## config.mk

```make
export PLATFORM = sky130hd
export DESIGN_NAME = ctr_ctl
export DESIGN_NICKNAME = d
export VERILOG_FILES = /design/src/rtl/core/call_trace_recorder_defines.svh /design/src/rtl/core/ctr_pkg.sv /design/src/rtl/core/ctr_ctl.sv
export SDC_FILE = /design/constraint.sdc
export NUM_CORES = 1
export LEC_CHECK = 0
export BUFFER_PORTS_ARGS = -buffer_cell sky130_fd_sc_hd__buf_2
export CORE_ASPECT_RATIO = 0.9
export CORE_UTILIZATION = 29
export DETAILED_ROUTE_END_ITERATION = 8
export PLACE_DENSITY = 0.53
export SETUP_SLACK_MARGIN = 0.05
export SYNTH_ARGS = -nofsm -noshare
export SYNTH_HDL_FRONTEND = slang
export SYNTH_SLANG_ARGS = --single-unit
```

## constraint.sdc

```tcl
create_clock -name clk -period 2.76 [get_ports clk]
set_input_delay 0.69 -clock clk [delete_from_list [all_inputs] [get_ports clk]]
set_output_delay 0.69 -clock clk [all_outputs]
set_load 0.02 [all_outputs]
```

## src/rtl/core/call_trace_recorder_defines.svh

```systemverilog
// ----------------------------------------------------------------------------
// Call trace recorder assertion macros
// Shared concurrent assertion helpers, clocked on clk and disabled in rst.
// ----------------------------------------------------------------------------
`ifndef CALL_TRACE_RECORDER_DEFINES_SVH
`define CALL_TRACE_RECORDER_DEFINES_SVH

// same-cycle implication
`define CTR_ASSERT_IMP(label, ante, cons, msg) \
  label: assert property (@(posedge clk) disable iff (rst) (ante) |-> (cons)) \
    else $error(msg);

// next-cycle implication
`define CTR_ASSERT_NXT(label, ante, cons, msg) \
  label: assert property (@(posedge clk) disable iff (rst) (ante) |=> (cons)) \
    else $error(msg);

`endif

```

## src/rtl/core/ctr_pkg.sv

```systemverilog
// ----------------------------------------------------------------------------
// Call trace recorder package
// Widths, request and status codes, controller command and status structs.
// ----------------------------------------------------------------------------
`timescale 1ns / 1ps

package ctr_pkg;

  localparam int DEPTH_W   = 7;
  localparam int PC_W      = 56;
  localparam int WORD_W    = 64;
  localparam int IDX_W     = 20;
  localparam int BUF_W     = 21;
  localparam int FREQ_W    = 32;
  localparam int CFG_W     = 32;
  localparam int CFG_IDX_W = 2;
  localparam int LEVEL_W   = 8;
  localparam int NS_W      = 30;
  localparam int HALF_W    = 32;
  localparam int MUL_W     = HALF_W + NS_W;
  localparam int PROD_W    = WORD_W + NS_W;
  localparam int CNT_W     = 6;

  localparam logic [NS_W-1:0]  NS_PER_S  = 30'd1000000000;
  localparam logic [CNT_W-1:0] DIV_STEPS = 6'd56;

  localparam logic [1:0] REQ_ENTER  = 2'd0;
  localparam logic [1:0] REQ_RETURN = 2'd1;
  localparam logic [1:0] REQ_UNWIND = 2'd2;
  localparam logic [1:0] REQ_BAD    = 2'd3;

  localparam logic [1:0] ST_OK      = 2'd0;
  localparam logic [1:0] ST_DEPTH   = 2'd1;
  localparam logic [1:0] ST_INVALID = 2'd2;

  localparam logic [CFG_IDX_W-1:0] CFG_ENABLE    = 2'd0;
  localparam logic [CFG_IDX_W-1:0] CFG_BUF_WORDS = 2'd1;
  localparam logic [CFG_IDX_W-1:0] CFG_FREQ      = 2'd2;

  localparam logic [3:0] OP_NONE     = 4'd0;
  localparam logic [3:0] OP_LATCH    = 4'd1;
  localparam logic [3:0] OP_EMPTY    = 4'd2;
  localparam logic [3:0] OP_ENTER    = 4'd3;
  localparam logic [3:0] OP_POP      = 4'd4;
  localparam logic [3:0] OP_DELTA    = 4'd5;
  localparam logic [3:0] OP_MUL_LO   = 4'd6;
  localparam logic [3:0] OP_MUL_HI   = 4'd7;
  localparam logic [3:0] OP_SUM      = 4'd8;
  localparam logic [3:0] OP_DIV_INIT = 4'd9;
  localparam logic [3:0] OP_DIV_STEP = 4'd10;
  localparam logic [3:0] OP_RET_WR   = 4'd11;

  typedef struct packed {
    logic [3:0] op;
    logic [1:0] status;
  } ctr_cmd_t;

  typedef struct packed {
    logic [1:0] req;
    logic       enabled;
    logic       depth_zero;
    logic       above_target;
    logic       div_busy;
    logic       out_free;
  } ctr_sts_t;

endpackage

```

## src/rtl/core/ctr_ctl.sv

```systemverilog
// ----------------------------------------------------------------------------
// Call trace controller
// Sequences decode, frame pop, elapsed time multiply/divide and result write.
// ----------------------------------------------------------------------------
`timescale 1ns / 1ps

module ctr_ctl (
  input  logic              clk,
  input  logic              rst,
  input  logic              in_valid,
  output logic              in_ready,
  input  ctr_pkg::ctr_sts_t sts,
  output ctr_pkg::ctr_cmd_t cmd
);
  import ctr_pkg::*;

  localparam logic [3:0] S_IDLE     = 4'd0;
  localparam logic [3:0] S_DECODE   = 4'd1;
  localparam logic [3:0] S_READ     = 4'd2;
  localparam logic [3:0] S_MUL_LO   = 4'd3;
  localparam logic [3:0] S_MUL_HI   = 4'd4;
  localparam logic [3:0] S_SUM      = 4'd5;
  localparam logic [3:0] S_DIV_INIT = 4'd6;
  localparam logic [3:0] S_DIV      = 4'd7;
  localparam logic [3:0] S_RET_WR   = 4'd8;

  logic [3:0] state, state_next;

  always_ff @(posedge clk) begin
    if (rst) begin
      state <= S_IDLE;
    end else begin
      state <= state_next;
    end
  end

  always_comb begin
    state_next = state;
    cmd.op     = OP_NONE;
    cmd.status = ST_OK;
    in_ready   = 1'b0;
    unique case (state)
      S_IDLE: begin
        in_ready = 1'b1;
        if (in_valid) begin
          cmd.op     = OP_LATCH;
          state_next = S_DECODE;
        end
      end
      S_DECODE: begin
        if (sts.out_free) begin
          if (!sts.enabled || sts.req == REQ_BAD) begin
            cmd.op     = OP_EMPTY;
            cmd.status = ST_INVALID;
            state_next = S_IDLE;
          end else if (sts.req == REQ_ENTER) begin
            cmd.op     = OP_ENTER;
            state_next = S_IDLE;
          end else if (sts.req == REQ_RETURN && sts.depth_zero) begin
            cmd.op     = OP_EMPTY;
            cmd.status = ST_INVALID;
            state_next = S_IDLE;
          end else if (sts.req == REQ_UNWIND && !sts.above_target) begin
            cmd.op     = OP_EMPTY;
            state_next = S_IDLE;
          end else begin
            cmd.op     = OP_POP;
            state_next = S_READ;
          end
        end
      end
      S_READ: begin
        cmd.op     = OP_DELTA;
        state_next = S_MUL_LO;
      end
      S_MUL_LO: begin
        cmd.op     = OP_MUL_LO;
        state_next = S_MUL_HI;
      end
      S_MUL_HI: begin
        cmd.op     = OP_MUL_HI;
        state_next = S_SUM;
      end
      S_SUM: begin
        cmd.op     = OP_SUM;
        state_next = S_DIV_INIT;
      end
      S_DIV_INIT: begin
        cmd.op     = OP_DIV_INIT;
        state_next = S_DIV;
      end
      S_DIV: begin
        if (sts.div_busy) begin
          cmd.op = OP_DIV_STEP;
        end else begin
          state_next = S_RET_WR;
        end
      end
      S_RET_WR: begin
        if (sts.out_free) begin
          cmd.op = OP_RET_WR;
          // unwind keeps popping while above target
          state_next = (sts.req == REQ_UNWIND && sts.above_target) ? S_DECODE : S_IDLE;
        end
      end
      default: begin
        state_next = S_IDLE;
      end
    endcase
  end

endmodule

```

==> metrics.csv, run 1 <==
stage;metric;value;unit
status;status;finished, final reports clean;
clock_network;cts_max_level;1;
min_path;hold_start;rst;
power;powerDensity;430.9;mW/mm^2
detailed_routing;drtPass1Iterations;4;
yosys;yosys_warnings;0;
sta;clock_skew;0.003121;ns
cells_and_area;diodes;0;
floorplan;fp.coreArea;0.001291;sq mm
sta;slew_violations;0;
yosys;ys_seq_elements;4;
yosys;synth_area;417.9;sq um
yosys;async_reset_ff_frac;0;
yosys;yosys.area.top_type_share;0.1916;
floorplan;dieArea;0.001597;sq mm
detailed_routing;detail_route.wirelength;1033;um
clock_network;clockBufferDepth;2;
sta;finalCritPeriodShare;0.8773;
sta;rsz0062_at_grt;false;
placed_design;gp_congestion;0.7620;
global_routing;grt_overflow;0;
placed_design;port-buffer-count;15;
placed_design;dp_hpwl;769.4;um
floorplan;initial_core_util;0.3236;
yosys;yosys.area.top_type;dfxtp_1;
clock_network;cts_tree;yes;
setup_path;r2r_start;state[2];
cells_and_area;utilization;0.3828;
global_routing;grt_pass1_vias;414;
setup_path;startpoint;state[2];
clock_network;cts_resized;0;
sta;setup_tns;0;ns
cells_and_area;drive_gt1_frac;0.3286;
yosys;postSynthAreaPerCell;7.332;sq um
sta;setup_viol;0;
global_routing;antenna_found_initial;0;
sta;hold_violations;0;
cells_and_area;syn_to_final_growth;18.26;%
floorplan;rows;12;
yosys;syn_inst;57;
cells_and_area;top_regs;state (4);
setup_path;worst-endpoint-required;2.07;ns
detailed_routing;drcViolationCount;0;
detailed_routing;drt_iter0_drc;7;
yosys;synth.most_common_cell;nor2_1;
setup_path;critical_path.max_fanout;13;
floorplan;io_pins;17;
yosys;seq_area_frac_synth;0.1916;
detailed_routing;via_count;460;
yosys;ys_types;33;
clock_network;numCtsBuffers;3;
sta;hold_ws;0.6707;ns
setup_path;cp-end-kind;output pin;
cells_and_area;ff_latch_area;80.08;sq um
sta;finalCriticalPeriod;2.421;ns
yosys;yosys-top-cells-area;dfxtp_1 19%, a21oi_1 6.0%, nor2b_1 6.0%;
flow_run;maxCapViolations;0;
clock_network;post-cts-setup-buffers;0;
floorplan;die_x;42.02;um
cells_and_area;fill_cells;141;
clock_network;clockRootBuffer;clkbuf_4;
cells_and_area;largest_reg_flops;4;
yosys;synth_edf_count;0;
power;p_leak;0.0002099;uW
min_path;hold_class;in2reg;
cells_and_area;fin_nets;82;
clock_network;cts.hold.buffers_added;0;
global_routing;track_usage;0.1506;
yosys;synth_common_cells;6 x nor2_1, 5 x a21oi_1, 4 x dfxtp_1, 4 x nor2b_1;
floorplan;dieHeight;38.02;um
yosys;synth_nets;67;
clock_network;path_clk_slew;0.04;ns
cells_and_area;top_register;state;
detailed_routing;routedWlPerCell;12.30;um
sta;fmax;413.0;MHz
global_routing;grt_start_max_net_pins;15;
clock_network;clkSinkCount;4;
yosys;synth-main-ff-cell;dfxtp_1;
setup_path;crit_type;reg2out;
power;ir_drop;0.2085;mV
clock_network;clkLatencyLatePin;0.24;ns
setup_path;startpoint_type;flop;
cells_and_area;multi_input_area;291.5;sq um
setup_path;worstPathArrival;1.73;ns
detailed_routing;ant_nets;0;
global_routing;grt_pass1_wl;1869;um
detailed_routing;viasPerCell;5.476;
[metal layers]
layer,GRT usage,vias to the layer above,part of all wire
li1,-,242,-
met4,0.007813,0,0
met3,0.04717,0,0.055
met5,0,-,0
met2,0.2422,14,0.44
met1,0.2085,204,0.51
[critical path, cell delays in order, from the launching register on]
cell and delay, ns:
dfxtp_1 0.58, or3b_4 0.45, o21ai_0 0.09, a31oi_1 0.06, o21ai_1 0.14, buf_2 0.17
[cell usage in the layout (no fill, tap or decap), types with 2 or more instances in the layout]
cell type / count
dfxtp_1: 4
buf_2: 15
nor2b_1: 4
o21ai_0: 2
o21ai_1: 3
nor3_1: 3
nor2_1: 6
a21oi_1: 5
nand2_1: 2
clkbuf_4: 3
a31oi_1: 2
[worst paths after layout]
kind	slack, ns	to	cells after the start
setup / recovery	0.34	cmd[3]	5
hold / removal	0.67	state[0]	2
setup reg to reg	1.32	state[3]	3
hold reg to reg	0.68	state[1]	2
[through the flow]
stage	instances	power (uW)	area (sq um)	setup WS [ns]
3_3_place_gp	81	138.6	471.7	0.3963
4_1_cts	84	214.1	494.2	0.3418
3_5_place_dp	81	138.5	471.7	0.3858
2_1_floorplan	57	120.5	417.9	0.5775
5_1_grt	84	227.4	494.2	0.1534
6_report	84	213.0	494.2	0.3387
[report_power, final]
group	switching [uW]	internal (uW)
sequential	11.8	61.4
clock	26.0	48.8
combinational	37.6	27.5
total	75.3	138
[kinds of logic (layout without fill, tap and decap cells)]
family	count (synthesis)	in the layout	synth area share
other	1	1	0.008973
buffers and inverters	7	20	0.1107
DFF	4	4	0.1916
AOI/OAI and AO/OA	21	21	0.3653
and+or+nand+nor	24	24	0.3234
[final cells by class]
class,instances,share of cell area
sequential,4,0.1620
tap,14,0.03544
inverter,2,0.01519
clock buffer,3,0.04557
timing repair buffer,15,0.1519
multi-input combinational,46,0.5899
No activity file was read; power rests on OpenSTA's default activity.
==> inputs of run 2 (changes only) <==
- CORE_AREA: unset -> 2 2 39 41
- CORE_ASPECT_RATIO: 0.9 -> unset
- CORE_UTILIZATION: 29 -> unset
- DIE_AREA: unset -> 0 0 41 43
- PLACE_DENSITY: 0.53 -> 0.56
- SLEW_MARGIN: unset -> 20
==> metrics.csv, run 2 (synthesis results as in run 1) <==
stage;metric;value;unit
status;status;finished, final reports clean;
global_routing;track_usage;0.1172;
floorplan;fp.coreArea;0.001384;sq mm
floorplan;rows;14;
setup_path;startpoint;state[2];
detailed_routing;drtPass1Iterations;4;
clock_network;clockRootBuffer;clkbuf_4;
setup_path;worstPathArrival;1.75;ns
setup_path;crit_type;reg2out;
setup_path;cp-end-kind;output pin;
setup_path;cpLargestDelayFamily;flip-flops;
power;powerDensity;419.4;mW/mm^2
floorplan;dieHeight;43;um
sta;setup_tns;0;ns
detailed_routing;ant_nets;0;
cells_and_area;layout_commonest_cell;buf_2;
floorplan;io_pins;17;
sta;hold_violations;0;
power;sw_frac_of_total;0.3405;
setup_path;r2r_slack;1.30;ns
cells_and_area;layout_common_cells;15 x buf_2, 6 x nor2_1, 5 x a21oi_1;
global_routing;grt_start_max_net_pins;15;
clock_network;post-cts-setup-buffers;0;
setup_path;startpoint_type;flop;
power;p_leak;0.0002099;uW
clock_network;numCtsBuffers;3;
cells_and_area;multi_input_area;291.5;sq um
setup_path;critPathMaxStageDelay;0.59;ns
cells_and_area;diodes;0;
detailed_routing;via_count;457;
flow_run;maxCapViolations;0;
floorplan;die_x;41;um
power;p_comb_frac;0.309;
power;clkPwrFrac;0.340;
cells_and_area;syn_to_final_growth;18.86;%
detailed_routing;met2_length;454;um
setup_path;r2r_start;state[2];
setup_path;worstSetupEndpoint;cmd[4];
detailed_routing;drt_iter0_drc;9;
detailed_routing;wl_met3;25;um
floorplan;initial_core_util;0.3020;
clock_network;path_clk_slew;0.04;ns
placed_design;pre_cts_ws;0.3564;ns
sta;setup_viol;0;
detailed_routing;wl_met1;505;um
sta;slew_violations;0;
detailed_routing;drcViolationCount;0;
detailed_routing;maxUsedRoutingLayer;met3;
cells_and_area;largest_reg_flops;4;
setup_path;critical_path_buf_inv_count;1;
floorplan;dieArea;0.001763;sq mm
sta;layout_setup_ws;0.3193;ns
sta;clock_skew;0.002305;ns
setup_path;r2r_cells;3;
cells_and_area;drive_gt1_frac;0.3286;
sta;fmax;409.7;MHz
global_routing;antenna_found_initial;0;
sta;finalCriticalPeriod;2.441;ns
setup_path;critical_path.max_fanout;13;
sta;hold_ws;0.6771;ns
cells_and_area;top_register;state;
detailed_routing;routedWlPerCell;11.45;um
clock_network;cts_resized;0;
placed_design;dp_hpwl;726;um
global_routing;grt_pass1_wl;1518;um
setup_path;path_cells;or3b_4 -> a221oi_2 -> buf_2;
power;pwr-share-seq;0.351;
power;p_switching;70.93;uW
cells_and_area;top_regs;state (4);
placed_design;port-buffer-count;15;
clock_network;clockBufferDepth;2;
cells_and_area;utilization;0.3590;
detailed_routing;viasPerCell;5.314;
clock_network;clkLatencyLatePin;0.23;ns
detailed_routing;detail_route.wirelength;985;um
cells_and_area;fin_nets;82;
clock_network;cts_max_level;1;
setup_path;worst-endpoint-required;2.07;ns
power;intPower;137.4;uW
power;ir_drop;0.1572;mV
global_routing;grt_pass1_vias;361;
placed_design;gp_congestion;0.7673;
cells_and_area;fill_cells;153;
setup_path;cp.depth;3;
min_path;hold_class;in2reg;
clock_network;cts_tree;yes;
sta;rsz0062_at_grt;false;
clock_network;clkSinkCount;4;
cells_and_area;ff_latch_area;80.08;sq um
setup_path;critical-path-slowest-cell;dfxtp_1;
sta;finalCritPeriodShare;0.8843;
power;p_total;208.3;uW
clock_network;cts.hold.buffers_added;0;
global_routing;grt_overflow;0;
setup_path;reg2reg_to;state[3];
==> run 2: power by group through the flow <==
stage	Clock [uW]	Combinational, uW	Sequential (uW)
4_1_cts	73.5	64.8	72.7
3_5_place_dp	0	64.5	73.8
5_1_grt	76.0	72.4	73.5
3_3_place_gp	0	64.4	74.0
2_1_floorplan	0	55.6	64.9
6_report	70.9	64.4	73.0
==> run 2: layout make-up <==
class / instances / share of cell area
multi-input combinational: 46 / 0.5869
sequential: 4 / 0.1612
timing repair buffer: 15 / 0.1511
clock buffer: 3 / 0.04534
tap: 16 / 0.04030
inverter: 2 / 0.01511
==> run 2: layer usage <==
metal,GRT usage,up-vias
met5,0,-
met4,0.04000,0
met3,0,0
met2,0.1719,9
met1,0.1789,208
li1,-,240
==> run 2: how the worst min path moves through the flow <==
| stage | start | endpoint | slack (ns) | cells past startpoint |
|---|---|---|---|---|
| 2_1_floorplan | state[3] | state[1] | 0.51 | 2 |
| 3_3_place_gp | state[3] | state[2] | 0.68 | 1 |
| 3_5_place_dp | state[1] | state[1] | 0.68 | 2 |
| 4_1_cts | rst | state[0] | 0.67 | 2 |
| 5_1_grt | rst | state[0] | 0.69 | 2 |
| 6_report | rst | state[0] | 0.68 | 2 |
==> run 2: metrics by stage <==
step,area (sq um),std cells
global route,496.7,86
floorplan,417.9,57
CTS,496.7,86
finish,496.7,86
global placement,474.2,83
detailed placement,474.2,83
==> run 2: worst reg2reg max path, cell delays in order, from the launching register on <==
cell,delay [ns]
dfxtp_1,0.59
nor2b_1,0.26
a31oi_1,0.11
a2111oi_1,0.38
==> inputs of run 3 (changes only) <==
- ABC_AREA: unset -> 1
- MAX_ROUTING_LAYER: unset -> met4
- PLACE_DENSITY: 0.56 -> 0.55
- SKIP_LAST_GASP: unset -> 1
==> metrics.csv, run 3 <==
stage;metric;value;unit
sta;rsz0062_at_grt;false;
min_path;hold_start;state[3];
global_routing;grt_util_met3;0.07853;
min_path;hold-path-endpoint;state[3];
global_routing;grtUsageMet1;0.1603;
placed_design;place_inst;103;
cells_and_area;top_regs;state (4);
cells_and_area;top_register;state;
setup_path;startpoint_type;input pin;
floorplan;fp.coreArea;0.001384;sq mm
global_routing;track_usage;0.1429;
global_routing;grt_pass1_wl;1649;um
placed_design;port-buffer-count;15;
clock_network;clkLatencyLatePin;0.24;ns
floorplan;die_x;41;um
flow_run;maxCapViolations;0;
yosys;synth_edf_count;0;
sta;clock_skew;0.008369;ns
cells_and_area;ff_latch_area;80.08;sq um
detailed_routing;routedWlPerCell;9.840;um
cells_and_area;syn_to_final_growth;26.75;%
placed_design;dpl-instance-area;499.2;sq um
placed_design;dp_hpwl;861.9;um
yosys;synth_area;411.6;sq um
yosys;synth.most_common_cell;nand2_1;
power;powerDensity;671.4;mW/mm^2
min_path;hold_class;reg2reg;
detailed_routing;drtPass1Iterations;2;
global_routing;met2_usage;0.2219;
floorplan;dieArea;0.001763;sq mm
yosys;yosys.area.top_type_share;0.1945;
cells_and_area;stdcell_count;106;
setup_path;critical_path.max_fanout;4;
detailed_routing;drcViolationCount;0;
global_routing;grt_pass1_vias;421;
cells_and_area;design_area;521.8;sq um
cells_and_area;multi_input_area;271.5;sq um
placed_design;gp_congestion;0.7506;
sta;setup_viol;0;
detailed_routing;drt_iter0_drc;3;
clock_network;numCtsBuffers;3;
setup_path;r2r_cells;8;
yosys;synth-main-ff-cell;dfxtp_1;
clock_network;post-cts-setup-buffers;0;
clock_network;cts.hold.buffers_added;0;
yosys;yosys-top-cells-area;dfxtp_1 19%, nand2_1 18%, inv_1 11%;
global_routing;grt_overflow;0;
yosys;yosys.area.top_type;dfxtp_1;
sta;setup_tns;0;ns
sta;hold_violations;0;
cells_and_area;layout_commonest_cell;nand2_1;
global_routing;grt_start_max_net_pins;7;
detailed_routing;detail_route.wirelength;1043;um
clock_network;cts_max_level;1;
min_path;holdPathStages;2;
yosys;syn_inst;73;
global_routing;busiest_layer;met2;
sta;finalCritPeriodShare;0.8126;
yosys;yosys_warnings;0;
cells_and_area;largest_reg_flops;4;
detailed_routing;viasPerCell;4.745;
cells_and_area;drive_gt1_frac;0.2889;
cells_and_area;layout_common_cells;20 x nand2_1, 15 x buf_2, 12 x inv_1;
detailed_routing;ant_nets;0;
yosys;synth_common_cells;20 x nand2_1, 12 x inv_1, 6 x nand3_1, 6 x nor2_1;
sta;slew_violations;0;
status;status;finished, final reports clean;
setup_path;cp-end-kind;output pin;
cells_and_area;fin_nets;102;
sta;fmax;445.9;MHz
floorplan;io_pins;17;
floorplan;dieHeight;43;um
yosys;ys_seq_elements;4;
yosys;seq_area_frac_synth;0.1945;
floorplan;rows;14;
setup_path;crit_type;in2out;
setup_path;reg2reg_to;state[1];
clock_network;clkSinkCount;4;
yosys;ys_types;20;
sta;finalCriticalPeriod;2.243;ns
clock_network;path_clk_slew;0.03;ns
clock_network;clockRootBuffer;clkbuf_4;
cells_and_area;fill_cells;167;
clock_network;clockBufferDepth;2;
clock_network;cts_tree;yes;
yosys;postSynthAreaPerCell;5.639;sq um
floorplan;initial_core_util;0.2975;
setup_path;worst-endpoint-required;2.07;ns
setup_path;r2r_start;state[2];
clock_network;cts_resized;0;
yosys;synth_nets;83;
power;ir_drop;0.2369;mV
setup_path;r2r_slack;1.54;ns
global_routing;antenna_found_initial;0;
detailed_routing;via_count;503;
setup_path;worstPathArrival;1.55;ns
power;p_leak;0.0002985;uW
cells_and_area;diodes;0;
yosys;async_reset_ff_frac;0;
-- run 3: cell types whose count changed after synthesis, sizes merged, moves of 2 or more --
cell	before	now
o211ai	0	2
a311oi	2	0
o21ai	5	1
inv	2	14
nand3	0	8
buf	5	1
nor2	6	9
nand4	1	3
nor2b	4	0
nor3	3	0
nand2	3	20
-- run 3: report_power, final --
group          internal [uW]  total, uW  leakage [uW]  switching (uW)
sequential              68.5       86.6     0.0000327            18.1
combinational           67.5        190      0.000252             123
clock                   48.7       73.7     0.0000138            25.0
-- run 3: worst max path at each step --
stage / start / end / slack [ns] / cells past startpoint
after floorplan: sts[6] / cmd[3] / 0.68 / 4
after global placement: sts[6] / cmd[4] / 0.54 / 6
after detailed placement: sts[6] / cmd[4] / 0.52 / 6
after CTS: sts[6] / cmd[4] / 0.52 / 6
after global routing: sts[6] / cmd[4] / 0.44 / 6
final: sts[6] / cmd[4] / 0.52 / 6
-- run 3: kinds of logic after synthesis --
group / count (synthesis) / synth area share
compound gates: 11 / 0.1672
buf+inv: 15 / 0.1459
flops: 4 / 0.1945
simple gates: 42 / 0.4833
other cells: 1 / 0.009110
-- run 3: routing by layer --
layer / vias to the layer above / share of wire
met2: 6 / 0.50
met4: 0 / 0
met3: 0 / 0.027
met1: 224 / 0.47
li1: 273 / -
met5: - / 0
-- run 3: per-stage QoR --
step	power [uW]	utilization	hold WS (ns)	setup slack, ns
after floorplan	226.1	-	0.5323	0.6830
after global placement	278.0	0.3608	0.5757	0.5366
after detailed placement	277.1	0.3608	0.5697	0.5209
after CTS	354.2	0.3770	0.5745	0.5150
after global routing	385.1	0.3770	0.6271	0.4362
final	350.3	0.3770	0.5778	0.5171
-- run 3: layout make-up --
type | instances | area share
clock buffers | 3 | 0.04317
inverters | 14 | 0.1007
repair buffers | 15 | 0.1439
flip-flops and latches | 4 | 0.1535
multi-input cells | 54 | 0.5204
well taps | 16 | 0.03837
-- run 3: worst max-delay path, stage by stage --
cell	delay, ns
buf_2	0.12
a21oi_1	0.26
and3_1	0.22
nand2_1	0.05
nand3_1	0.06
buf_2	0.16
